## src/kwi_pkg.sv

```systemverilog
// types, constants and codes shared by the keyframe weight interpolator
package kwi_pkg;

    localparam int MAX_KEYS  = 64;
    localparam int KEY_IDX_W = $clog2(MAX_KEYS);
    localparam int KEY_CNT_W = $clog2(MAX_KEYS + 1);
    localparam int TICK_W    = 32;
    localparam int WEIGHT_W  = 20;
    localparam int PROD_W    = TICK_W + WEIGHT_W;
    localparam int DIV_STEPS = WEIGHT_W;
    localparam int STEP_W    = $clog2(DIV_STEPS + 1);
    localparam int Q_DEPTH   = 2;
    localparam int Q_PTR_W   = $clog2(Q_DEPTH);
    localparam int Q_CNT_W   = $clog2(Q_DEPTH + 1);

    typedef logic [KEY_IDX_W-1:0] key_idx_t;
    typedef logic [KEY_CNT_W-1:0] key_cnt_t;
    typedef logic [TICK_W-1:0]    tick_t;
    typedef logic [WEIGHT_W-1:0]  weight_t;
    typedef logic [PROD_W-1:0]    prod_t;
    typedef logic [STEP_W-1:0]    step_t;
    typedef logic [Q_PTR_W-1:0]   q_ptr_t;
    typedef logic [Q_CNT_W-1:0]   q_cnt_t;

    localparam key_cnt_t KEY_CNT_MAX = key_cnt_t'(MAX_KEYS);
    localparam step_t    STEP_INIT   = step_t'(DIV_STEPS);
    localparam q_ptr_t   Q_PTR_LAST  = q_ptr_t'(Q_DEPTH - 1);
    localparam q_cnt_t   Q_CNT_FULL  = q_cnt_t'(Q_DEPTH);
    localparam weight_t  WEIGHT_FULL = weight_t'(1000000);

    localparam logic [1:0] CMD_CLEAR  = 2'd0;
    localparam logic [1:0] CMD_APPEND = 2'd1;
    localparam logic [1:0] CMD_SAMPLE = 2'd2;

    typedef enum logic [1:0] {
        ST_OK    = 2'd0,
        ST_EMPTY = 2'd1,
        ST_FULL  = 2'd2,
        ST_ORDER = 2'd3
    } status_t;

    typedef enum logic [1:0] {
        OP_CLEAR,
        OP_APPEND,
        OP_SAMPLE,
        OP_NOP
    } op_t;

    typedef enum logic [3:0] {
        BK_IDLE,
        BK_SRCH,
        BK_CMP,
        BK_UP,
        BK_LO,
        BK_MUL,
        BK_DIV,
        BK_ADJ,
        BK_FINISH
    } bk_state_t;

    typedef struct packed {
        logic [1:0] cmd;
        tick_t      tick;
        weight_t    weight;
    } cmd_item_t;

    typedef struct packed {
        weight_t    sampled_weight;
        logic [1:0] status;
    } res_item_t;

    typedef struct packed {
        op_t     op;
        tick_t   tick;
        weight_t weight;
    } op_item_t;

endpackage

```

## src/kwi_front.sv

```systemverilog
// front end: takes command transfers, decodes them and clamps the weight
module kwi_front (
    input  logic               clk,
    input  logic               rst_n,
    input  logic               cmd_valid,
    output logic               cmd_stall,
    input  kwi_pkg::cmd_item_t cmd_data,
    input  logic               q_full,
    output logic               q_push,
    output kwi_pkg::op_item_t  q_push_item
);

    logic              stage_valid_reg;
    kwi_pkg::op_item_t stage_reg;
    kwi_pkg::op_item_t decoded;

    always_comb
    begin
        decoded.tick   = cmd_data.tick;
        decoded.weight = (cmd_data.weight > kwi_pkg::WEIGHT_FULL) ?
                         kwi_pkg::WEIGHT_FULL : cmd_data.weight;
        case (cmd_data.cmd)
            kwi_pkg::CMD_CLEAR:  decoded.op = kwi_pkg::OP_CLEAR;
            kwi_pkg::CMD_APPEND: decoded.op = kwi_pkg::OP_APPEND;
            kwi_pkg::CMD_SAMPLE: decoded.op = kwi_pkg::OP_SAMPLE;
            default:             decoded.op = kwi_pkg::OP_NOP;
        endcase
    end

    assign cmd_stall   = stage_valid_reg && q_full;
    assign q_push      = stage_valid_reg && !q_full;
    assign q_push_item = stage_reg;

    always_ff @(posedge clk or negedge rst_n)
    begin
        if (!rst_n)
        begin
            stage_valid_reg <= 1'b0;
        end
        else if (!cmd_stall)
        begin
            stage_valid_reg <= cmd_valid;
        end
    end

    always_ff @(posedge clk)
    begin
        if (!cmd_stall && cmd_valid)
        begin
            stage_reg <= decoded;
        end
    end

endmodule

```

## config.mk

```make
export PLATFORM = sky130hd
export DESIGN_NAME = kwi_front
export DESIGN_NICKNAME = d
export VERILOG_FILES = /design/src/kwi_pkg.sv /design/src/kwi_front.sv
export SDC_FILE = /design/constraint.sdc
export NUM_CORES = 1
export LEC_CHECK = 0
export BUFFER_PORTS_ARGS = -buffer_cell sky130_fd_sc_hd__buf_2
export CAP_MARGIN = 20
export CORE_ASPECT_RATIO = 1.5
export CORE_MARGIN = 2
export CORE_UTILIZATION = 42
export CTS_CLUSTER_SIZE = 14
export DETAILED_ROUTE_END_ITERATION = 12
export HOLD_SLACK_MARGIN = 0.15
export PLACE_DENSITY = 0.86
export SETUP_SLACK_MARGIN = 0.2
export SLEW_MARGIN = 20
export SYNTH_ARGS = -nofsm -noshare
export SYNTH_HDL_FRONTEND = slang
export SYNTH_SLANG_ARGS = --single-unit
```

## constraint.sdc

```tcl
create_clock -name clk -period 4.16 [get_ports clk]
set_clock_uncertainty 0.15 [all_clocks]
set_input_delay 1.04 -clock clk [delete_from_list [all_inputs] [get_ports clk]]
set_output_delay 1.04 -clock clk [all_outputs]
set_load 0.005 [all_outputs]
```

==> flow_metrics.tcl <==
set metrics [dict create \
    cts_tree "yes" \
    cp_max_fo 3 \
    rrSetupSlack_ps 2410 \
    crit_chain "buf_2, and2_1, buf_2" \
    r2r_end "q_push_item[46]" \
    cts-root-buf "clkbuf_8" \
    syn_area_per_cell_um2 19.90 \
    nets 270 \
    crit_end "cmd_stall" \
    tightest_slew_ps 651.5 \
    core-area_um2 4467 \
    setup_ws_ps 1508 \
    yosysSeqAreaShare 0.8529 \
    wl_per_cell_um 14.33 \
    setup_tns_ps 0 \
    fp.dieW_um 59.36 \
    clk_pin_slew_ps 80 \
    post_cts_resized 0 \
    synthesis.nets 155 \
    r2r-start "stage_valid_reg" \
    cts_made_buffers 5 \
    viasPerCell 4.843 \
    r2r_cells 3 \
    synthCells 97 \
    syn_area_um2 1931 \
    timing.setup.critical_path_class "in -> out" \
    num_rows 30 \
    gp_congestion 0.7246 \
    clk_path_buf_depth 2 \
    cp-startpoint "q_full" \
    multi_input_area_um2 256.5 \
    dieHeight_um 87.04 \
    yosysWarnings 0 \
    layout-drive-gt1-share 0.5869 \
    period_share 0.6374 \
    outcome "complete, no violations" \
    crit_family "buffers and inverters" \
    relSlewSlack 0.5657 \
    largest_reg_flops 54 \
    peakVddDrop_mv 0.2293 \
    track_usage 0.1458 \
    initial_utilization 0.4322 \
    powerDensity_nw_per_um2 386.9 \
    endpoint_kind "output port" \
    ys_async_sr_fraction 0.01818 \
    dp_hpwl_um 2938 \
    pre_cts_slack_ps 1505 \
    worst_hold_path_type "in -> async" \
    port_buffers 113 \
    ios 114 \
    grt_antenna_before_repair 0 \
    ctsHtreeMaxLevel 2 \
    rsz0062_at_grt "no" \
    wl_um 3740 \
    clock_latency_ps 290 \
    report.final.hold_viol_count 0 \
    drtAntennaViolNets 0 \
    critPathLaunchType "primary input" \
    synthMostInstantiatedCell "edfxtp_1" \
    cp_slowest_cell "and2_1" \
    fin_util 0.5882 \
    fin_crit_ps 2652 \
    cts_hold_buf 0 \
    yosys_most_used_dff "edfxtp_1" \
    grt_pass1_wl_um 5430 \
    fill_cells 363 \
    setup_viol 0 \
    maxCapViolCount 0 \
    grt_start_max_net_pins 55 \
    vias 1264 \
    critical-path-top-cell-by-count "buf_2" \
    drt_iter0_markers 25 \
    synth_top_area_frac 0.8399 \
    synth_edf_count 54 \
    cp.buffers_inverters 2 \
    die-area_um2 5166 \
    fmax_mhz 377.1 \
    yosys.area.top_type "edfxtp_1" \
    synth.area.top_cells "edfxtp_1 84%, nor2b_1 3.6%, dfrtp_1 1.3%, nor4_4 1.1%, and2_1 0.97%" \
    clock_sinks 55 \
    cts_setup_buffers 0 \
    arrival_ps 1460 \
    drtPass1Iterations 4 \
    yosys-top-cells-count "54 x edfxtp_1, 11 x nor2b_1, 5 x clkbuf_1" \
    remaining_drc_errors 0 \
    area_growth_pct 36.10 \
    cpPeakStageDelay_ps 190 \
    n_antenna_cell 0 \
    required_ps 2970 \
    power.leakage_nw 1.119 \
    drv_slew 0 \
    seq_area_um2 1647 \
    synth_seq_cells 55 \
    first_global_vias 1221 \
    post_synth_num_cell_types 22 \
    overflow 0 \
    crit_cells 3 \
]
[layout make-up]
cell class / count / share of cell area
sequential: 55 / 0.6267
timing repair buffer: 114 / 0.2181
multi-input combinational: 33 / 0.09762
clock buffer: 8 / 0.03048
tap: 48 / 0.02286
inverter: 3 / 0.004286
[cell families (layout without fill, tap and decap cells)]
family / Yosys count / count (layout) / synth area share
AO/OA/AOI/OAI: 6 / 6 / 0.03110
flip-flops: 55 / 55 / 0.8529
buffers and inverters: 9 / 125 / 0.01814
AND/OR/NAND/NOR: 27 / 27 / 0.09787
[placed cells by master (no fill, tap or decap), types with 2 or more instances in the layout]
master and instances:
a211oi_1 2, and2_1 3, buf_2 113, clkbuf_1 3
clkbuf_8 5, edfxtp_1 54, inv_1 3, nor2_1 3
nor2b_1 10, or2_1 2
[through the flow]
step / instance area [um^2] / std cells / hold WS (ps) / total power [W]
floorplan: 1933 / 97 / 478.1 / 0.0006960
global placement: 2547 / 253 / 517.0 / 0.0007563
detailed placement: 2547 / 253 / 534.2 / 0.0007610
CTS: 2628 / 261 / 341.0 / 0.001032
global route: 2628 / 261 / 333.9 / 0.001063
finish: 2628 / 261 / 350.8 / 0.001017
[metal layers]
metal  GRT usage  part of all wire
met1      0.1579              0.34
met2      0.2428              0.54
met4     0.06612             0.022
met5           0                 0
met3     0.06092              0.10
[report_power, final]
part           internal [W]   total, W  leakage, nW  switching, W
combinational     0.0000466  0.0000943        0.554     0.0000476
clock              0.000120   0.000270       0.0395      0.000150
sequential         0.000646   0.000652        0.525    0.00000627
total              0.000812    0.00102         1.12      0.000204
[worst min-delay path by stage]
| stage | start | to | slack, ps | cells past startpoint |
|---|---|---|---|---|
| after detailed placement | stage_valid_reg | stage_valid_reg | 530 | 2 |
| after CTS | rst_n | stage_valid_reg | 340 | 1 |
| after floorplan | stage_valid_reg | stage_valid_reg | 480 | 2 |
| final | rst_n | stage_valid_reg | 350 | 1 |
| after global placement | stage_valid_reg | stage_valid_reg | 520 | 2 |
| after global routing | rst_n | stage_valid_reg | 330 | 1 |
Power figures use the tool's default switching activity.
