File: src/kwi_pkg.sv
// types, constants and codes shared by the keyframe weight interpolator
package kwi_pkg;

    localparam int MAX_KEYS  = 64;
    localparam int KEY_IDX_W = $clog2(MAX_KEYS);
    localparam int KEY_CNT_W = $clog2(MAX_KEYS + 1);
    localparam int TICK_W    = 32;
    localparam int WEIGHT_W  = 20;
    localparam int PROD_W    = TICK_W + WEIGHT_W;
    localparam int DIV_STEPS = WEIGHT_W;
    localparam int STEP_W    = $clog2(DIV_STEPS + 1);
    localparam int Q_DEPTH   = 2;
    localparam int Q_PTR_W   = $clog2(Q_DEPTH);
    localparam int Q_CNT_W   = $clog2(Q_DEPTH + 1);

    typedef logic [KEY_IDX_W-1:0] key_idx_t;
    typedef logic [KEY_CNT_W-1:0] key_cnt_t;
    typedef logic [TICK_W-1:0]    tick_t;
    typedef logic [WEIGHT_W-1:0]  weight_t;
    typedef logic [PROD_W-1:0]    prod_t;
    typedef logic [STEP_W-1:0]    step_t;
    typedef logic [Q_PTR_W-1:0]   q_ptr_t;
    typedef logic [Q_CNT_W-1:0]   q_cnt_t;

    localparam key_cnt_t KEY_CNT_MAX = key_cnt_t'(MAX_KEYS);
    localparam step_t    STEP_INIT   = step_t'(DIV_STEPS);
    localparam q_ptr_t   Q_PTR_LAST  = q_ptr_t'(Q_DEPTH - 1);
    localparam q_cnt_t   Q_CNT_FULL  = q_cnt_t'(Q_DEPTH);
    localparam weight_t  WEIGHT_FULL = weight_t'(1000000);

    localparam logic [1:0] CMD_CLEAR  = 2'd0;
    localparam logic [1:0] CMD_APPEND = 2'd1;
    localparam logic [1:0] CMD_SAMPLE = 2'd2;

    typedef enum logic [1:0] {
        ST_OK    = 2'd0,
        ST_EMPTY = 2'd1,
        ST_FULL  = 2'd2,
        ST_ORDER = 2'd3
    } status_t;

    typedef enum logic [1:0] {
        OP_CLEAR,
        OP_APPEND,
        OP_SAMPLE,
        OP_NOP
    } op_t;

    typedef enum logic [3:0] {
        BK_IDLE,
        BK_SRCH,
        BK_CMP,
        BK_UP,
        BK_LO,
        BK_MUL,
        BK_DIV,
        BK_ADJ,
        BK_FINISH
    } bk_state_t;

    typedef struct packed {
        logic [1:0] cmd;
        tick_t      tick;
        weight_t    weight;
    } cmd_item_t;

    typedef struct packed {
        weight_t    sampled_weight;
        logic [1:0] status;
    } res_item_t;

    typedef struct packed {
        op_t     op;
        tick_t   tick;
        weight_t weight;
    } op_item_t;

endpackage

File: src/kwi_fifo.sv
// short command queue between the front end and the back end
module kwi_fifo (
    input  logic              clk,
    input  logic              rst_n,
    input  logic              push,
    input  kwi_pkg::op_item_t push_item,
    output logic              full,
    input  logic              pop,
    output kwi_pkg::op_item_t head_item,
    output logic              empty
);

    kwi_pkg::op_item_t q_mem [kwi_pkg::Q_DEPTH];
    kwi_pkg::q_ptr_t   wr_ptr_reg, wr_ptr_next;
    kwi_pkg::q_ptr_t   rd_ptr_reg, rd_ptr_next;
    kwi_pkg::q_cnt_t   cnt_reg, cnt_next;

    assign full      = (cnt_reg == kwi_pkg::Q_CNT_FULL);
    assign empty     = (cnt_reg == '0);
    assign head_item = q_mem[rd_ptr_reg];

    always_comb
    begin
        wr_ptr_next = wr_ptr_reg;
        rd_ptr_next = rd_ptr_reg;
        cnt_next    = cnt_reg;
        if (push)
        begin
            wr_ptr_next = (wr_ptr_reg == kwi_pkg::Q_PTR_LAST) ? '0 : wr_ptr_reg + 1'b1;
        end
        if (pop)
        begin
            rd_ptr_next = (rd_ptr_reg == kwi_pkg::Q_PTR_LAST) ? '0 : rd_ptr_reg + 1'b1;
        end
        case ({push, pop})
            2'b10:   cnt_next = cnt_reg + 1'b1;
            2'b01:   cnt_next = cnt_reg - 1'b1;
            default: cnt_next = cnt_reg;
        endcase
    end

    always_ff @(posedge clk or negedge rst_n)
    begin
        if (!rst_n)
        begin
            wr_ptr_reg <= '0;
            rd_ptr_reg <= '0;
            cnt_reg    <= '0;
        end
        else
        begin
            wr_ptr_reg <= wr_ptr_next;
            rd_ptr_reg <= rd_ptr_next;
            cnt_reg    <= cnt_next;
        end
    end

    always_ff @(posedge clk)
    begin
        if (push)
        begin
            q_mem[wr_ptr_reg] <= push_item;
        end
    end

    a_no_push_full: assert property (@(posedge clk) disable iff (!rst_n)
        push |-> !full) else $error("queue push while full");

    a_no_pop_empty: assert property (@(posedge clk) disable iff (!rst_n)
        pop |-> !empty) else $error("queue pop while empty");

endmodule

File: config.mk
export PLATFORM = sky130hd
export DESIGN_NAME = kwi_fifo
export DESIGN_NICKNAME = d
export VERILOG_FILES = /design/src/kwi_pkg.sv /design/src/kwi_fifo.sv
export SDC_FILE = /design/constraint.sdc
export NUM_CORES = 1
export LEC_CHECK = 0
export BUFFER_PORTS_ARGS = -buffer_cell sky130_fd_sc_hd__buf_2
export CAP_MARGIN = 20
export CELL_PAD_IN_SITES_DETAIL_PLACEMENT = 1
export CELL_PAD_IN_SITES_GLOBAL_PLACEMENT = 2
export CORE_ASPECT_RATIO = 0.75
export CORE_MARGIN = 2
export CORE_UTILIZATION = 35
export CTS_CLUSTER_SIZE = 10
export DETAILED_ROUTE_END_ITERATION = 10
export PLACE_DENSITY = 0.79
export SLEW_MARGIN = 20
export SYNTH_ARGS = -nofsm -noshare
export SYNTH_HDL_FRONTEND = slang
export SYNTH_SLANG_ARGS = --single-unit
File: constraint.sdc
create_clock -name clk -period 3.3 [get_ports clk]
set_clock_uncertainty 0.15 [all_clocks]
set_input_delay 0.165 -clock clk [delete_from_list [all_inputs] [get_ports clk]]
set_output_delay 0.165 -clock clk [all_outputs]
set_load 0.02 [all_outputs]
==> results.cfg, run 1 <==
[place]
portBuffers = 113
hpwl_um = 5003
gp_congestion = 0.6326
dp_worst_setup_slack_ns = 1.407

[worst_setup_path]
arrival_ns = 1.91
worst_path_dominant_cell_family = flip-flops
critical_path.endpoint_type = output pin
path_max_fanout = 31
critPathBufInv = 2
cp_slowest_cell = dfrtp_4
start_kind = flip-flop
path_cells = buf_12 -> mux2_2 -> buf_2
crit_path_max_incr_delay_ns = 0.73
worstPathRequired_ns = 2.98
path_class = flip-flop to output pin

[clocking]
clockBufferDepth = 2
cts_root_buffer = clkbuf_16
cts_num_sinks = 112
cts_tree = built
cts.clk_slew.worst_paths_ns = 0.07
cts_buffers = 9
cts_setup_buffers = 0
ctsResizeCount = 0
htree_levels = 3
cts_hold_buffers = 58
clock_latency_ns = 0.34

[finish]
multi_input_area_um2 = 880.8
largest_reg_flops = 108
area_growth_pct = 36.55
antennaDiodeCount = 0
regArea_um2 = 3347
drive_gt1_share_pct = 51.09
fillers = 1152
fin_nets = 422

[global_route]
grt_pass1_wl_um = 12720
gr-total-overflow = 0
grt_max_degree = 55
antenna_found_initial = 0
first_global_vias = 2488
grt_most_used_layer = met2
use_met2_pct = 22.52
grt_usage_pct = 12.87
met3_usage_pct = 4.545
use_met1_pct = 14.61

[sta]
min_period_over_period_pct = 67.44
whs_ns = 0.3465
min_period_ns = 2.225
slew_violations = 0
worstMarginPinSlew_ns = 0.7709
fin_tns_setup_ns = 0
setup_violations = 0
slew_headroom_pct = 48.48
max_freq_mhz = 449.4
setup_slack_ns = 1.075
rsz0062_at_grt = false
hold_viol = 0

[drt]
first_pass_iters = 5
avgViaCountPerCell = 4.257
remaining_drc_errors = 0
drtIter0Drc = 78
ant_nets = 0
drt_wl_total_um = 8184
wire_per_inst_um = 15.33
vias = 2273

[floorplanning]
initial_core_util_pct = 35.57
fp-row-count = 35
core-area_um2 = 12170
dieArea_um2 = 13290
io_pins = 114
die_w_um = 132.4
die_y_um = 100.3

[logic_synthesis]
syn_area_per_cell_um2 = 23.53
ys_types = 13
synth_seq_area_share_pct = 77.20
syn-cell-area_um2 = 4330
ys_seq_elements = 112
synthCells = 184
syn-num-nets = 243
yosys_warnings = 0

[power_and_ir_drop]
powerDensity_nw_per_um2 = 796.9
vdd_drop_max_v = 0.0003704
p_leak_nw = 2.363

[worst_hold_path]
hold_class = flip-flop to flip-flop

[outcome]
outcome = finished clean

[flow_run]
cap_violations = 0
[area by class of cell]
type,instances,area share [%]
Multi-Input combinational cell,65,14.90
Clock inverter,7,0.9310
Timing Repair Buffer,174,20.19
Clock buffer,9,3.809
Tap cell,166,3.512
Inverter,1,0.06348
Sequential cell,112,56.60
[where the power goes]
group	total [mW]	internal [mW]	switching, mW
combinational	1.64	0.783	0.860
sequential	2.06	1.89	0.163
clock	1.01	0.519	0.495
total	4.71	3.19	1.52
[routing by layer]
metal	wire length (um)	share of wire, %	up-vias
met3	499	6.1	9
met1	3425	42	1109
met2	4147	51	80
met5	0	0	-
met4	112	1.4	0
li1	-	-	1075
[final timing paths]
kind | start | endpoint | slack (ns) | cells after the start
hold / removal | cnt_reg[1] | cnt_reg[1] | 0.35 | 1
setup / recovery | rd_ptr_reg | head_item[36] | 1.07 | 3
max in group asynchronous | rst_n | rd_ptr_reg | 2.22 | 3
hold reg to reg | cnt_reg[1] | cnt_reg[1] | 0.35 | 1
min in group asynchronous | rst_n | cnt_reg[1] | 0.60 | 3
setup reg to reg | wr_ptr_reg | q_mem[0][42] | 1.48 | 2
[cell usage after synthesis]
cell type  instances  area (um^2)
xor2_1             3        26.28
nor2_1             3        11.26
buf_12             5        100.1
nor2b_1            1        6.260
buf_6              1        11.26
xnor2_1            2        17.52
mux2_4            49        735.7
edfxtp_1         108         3243
dfrtp_1            4        100.1
and2_1             1        6.260
ha_1               1        12.51
inv_1              1        3.750
mux2_2             5        56.30
[layout by cell type (no fill, tap or decap)]
cell type | Yosys | layout
dfrtp_4 | 0 | 1
xnor2_1 | 2 | 2
clkinv_4 | 0 | 1
ha_1 | 1 | 1
edfxtp_1 | 108 | 108
clkbuf_16 | 0 | 9
inv_1 | 1 | 1
clkinvlp_4 | 0 | 3
mux2_2 | 5 | 5
nor2b_1 | 1 | 1
and2_2 | 0 | 1
inv_8 | 0 | 1
buf_4 | 0 | 1
dlygate4sd3_1 | 0 | 58
buf_12 | 5 | 2
xor2_1 | 3 | 3
inv_6 | 0 | 1
clkinv_1 | 0 | 1
dfrtp_1 | 4 | 3
mux2_4 | 49 | 49
nor2_1 | 3 | 2
buf_2 | 0 | 113
nor2_4 | 0 | 1
[logic make-up (layout without fill, tap and decap cells)]
family	count (synthesis)	after routing	synth area share (%)
fa+ha+maj	1	1	0.2889
xor+xnor	5	5	1.011
flops	112	112	77.20
simple gates	5	5	0.5491
mux	54	54	18.29
buf+inv	7	191	2.658
[through the flow]
step           std cells  area, um^2  utilization (%)  power [mW]
4_1_cts              534        5913            48.57       4.790
3_3_place_gp         460        5052            41.50       3.683
3_5_place_dp         460        5052            41.50       3.714
6_report             534        5913            48.57       4.712
5_1_grt              534        5913            48.57       4.949
2_1_floorplan        184        4330                -       3.339
Note: power is estimated with default switching activity, not from simulation.
==> run 2: changes to the inputs <==
Settings changed: CORE_UTILIZATION 35 to 39, PLACE_DENSITY 0.79 to 0.83.
Clock period 3.3 ns to 2.2 ns, I/O delays scaled along.
==> results.cfg, run 2 (synthesis gave the netlist of run 1 again) <==
[outcome]
outcome = finished clean

[sta]
slew_headroom_pct = 73.09
setup_slack_ns = 0.1158
whs_ns = 0.3461
min_period_ns = 2.084
fin_tns_setup_ns = 0
rsz0062_at_grt = false
min_period_over_period_pct = 94.73
hold_viol = 0
setup_violations = 0
worstMarginPinSlew_ns = 0.4037
max_freq_mhz = 479.8
slew_violations = 0

[global_route]
grt_pass1_wl_um = 13220
gr-total-overflow = 0
first_global_vias = 2557
grt_usage_pct = 14.89
grt_max_degree = 55
antenna_found_initial = 0

[clocking]
clockBufferDepth = 2
cts.clk_slew.worst_paths_ns = 0.07
cts_tree = built
cts_root_buffer = clkbuf_16
clock_latency_ns = 0.34
cts_buffers = 9
cts_num_sinks = 112
htree_levels = 3

[finish]
antennaDiodeCount = 0
final_cell_mix = buf_2 (113), edfxtp_1 (108), dlygate4sd3_1 (58)
area_growth_pct = 37.65
final_common_cell = buf_2
drive_gt1_share_pct = 51.21
fin_nets = 425
largest_reg_flops = 108
fin_util_pct = 54.89

[drt]
ant_nets = 0
first_pass_iters = 4
wire_per_inst_um = 16.81
drt_wl_total_um = 8588
drtIter0Drc = 58
vias = 2312
remaining_drc_errors = 0
avgViaCountPerCell = 4.524

[power_and_ir_drop]
total_power_mw = 7.415
seq_power_share_pct = 41.3
vdd_drop_max_v = 0.0005694
power.internal_mw = 5.156
powerDensity_nw_per_um2 = 1244
power_frac_comb_pct = 34.3
power_switching_share_pct = 30.47
p_switching_mw = 2.260
p_leak_nw = 2.406
clock_power_share_pct = 24.3

[worst_setup_path]
reg2reg_slack_ns = 0.74
worstPathRequired_ns = 1.94
rr_endpoint = q_mem[1][39]
critical_path.endpoint_type = output pin
path_class = flip-flop to output pin
arrival_ns = 1.82
r2r_cells = 2
start_kind = flip-flop
path_cells = buf_4 -> mux2_2 -> buf_2
path_max_fanout = 19
reg2reg_from = wr_ptr_reg
crit_path_max_incr_delay_ns = 0.65
critPathBufInv = 2
crit_start = rd_ptr_reg
cp_slowest_cell = dfrtp_4
worst_path_dominant_cell_family = flip-flops

[place]
gp_congestion = 0.7018
hpwl_um = 5445
portBuffers = 113
dp_worst_setup_slack_ns = 0.4676

[floorplanning]
initial_core_util_pct = 39.88
die_y_um = 95.26
dieArea_um2 = 11970
core-area_um2 = 10860
die_w_um = 125.7
io_pins = 114
fp-row-count = 33

[worst_hold_path]
hold_class = input pin to flip-flop
min-delay-start = push_item[5]
holdPathStages = 2
min_to = q_mem[0][5]

[flow_run]
cap_violations = 0
## run 2: layout make-up
class	count	area [um^2]
clock buffers	11	232.7
clock inverters	5	105.1
fillers	1005	4898
inverters	1	3.754
multi-input cells	65	880.8
flip-flops and latches	112	3347
well taps	140	175.2
repair buffers	177	1216
## run 2: how the worst max path moves through the flow
stage / to / slack, ns / cells past startpoint
2_1_floorplan: q_mem[0][0] / 0.40 / 1
3_3_place_gp: head_item[36] / 0.49 / 3
3_5_place_dp: head_item[36] / 0.47 / 3
4_1_cts: head_item[36] / 0.09 / 3
5_1_grt: head_item[36] / 0.03 / 3
6_report: head_item[36] / 0.12 / 3
## run 2: through the flow
stage                     area, um^2  cells
after floorplan                 4339    184
after global placement          5042    437
after detailed placement        5042    437
after CTS                       5961    511
after global routing            5961    511
final                           5961    511
## run 2: power groups by stage
stage                     clock network [mW]  logic (mW)  registers, mW
after global routing                    1.93        2.71           3.11
after CTS                               1.86        2.59           3.07
after global placement                     0        2.47           3.09
final                                   1.81        2.54           3.07
after floorplan                            0        2.02           2.97
after detailed placement                   0        2.50           3.11
## run 2: per-layer routing
layer  track usage, %  vias to the layer above  part of all wire [%]
li1                 -                     1084                     -
met1            17.39                     1130                    42
met2            26.44                       90                    50
met3            4.994                        8                   6.6
met4            4.444                        0                   1.1
met5                0                        -                     0
## run 2: what timing repair did
item,CTS,global route
gates resized for setup,0,0
setup buffers,0,0
hold buffers,58,0
hold endpoints to repair,115,0
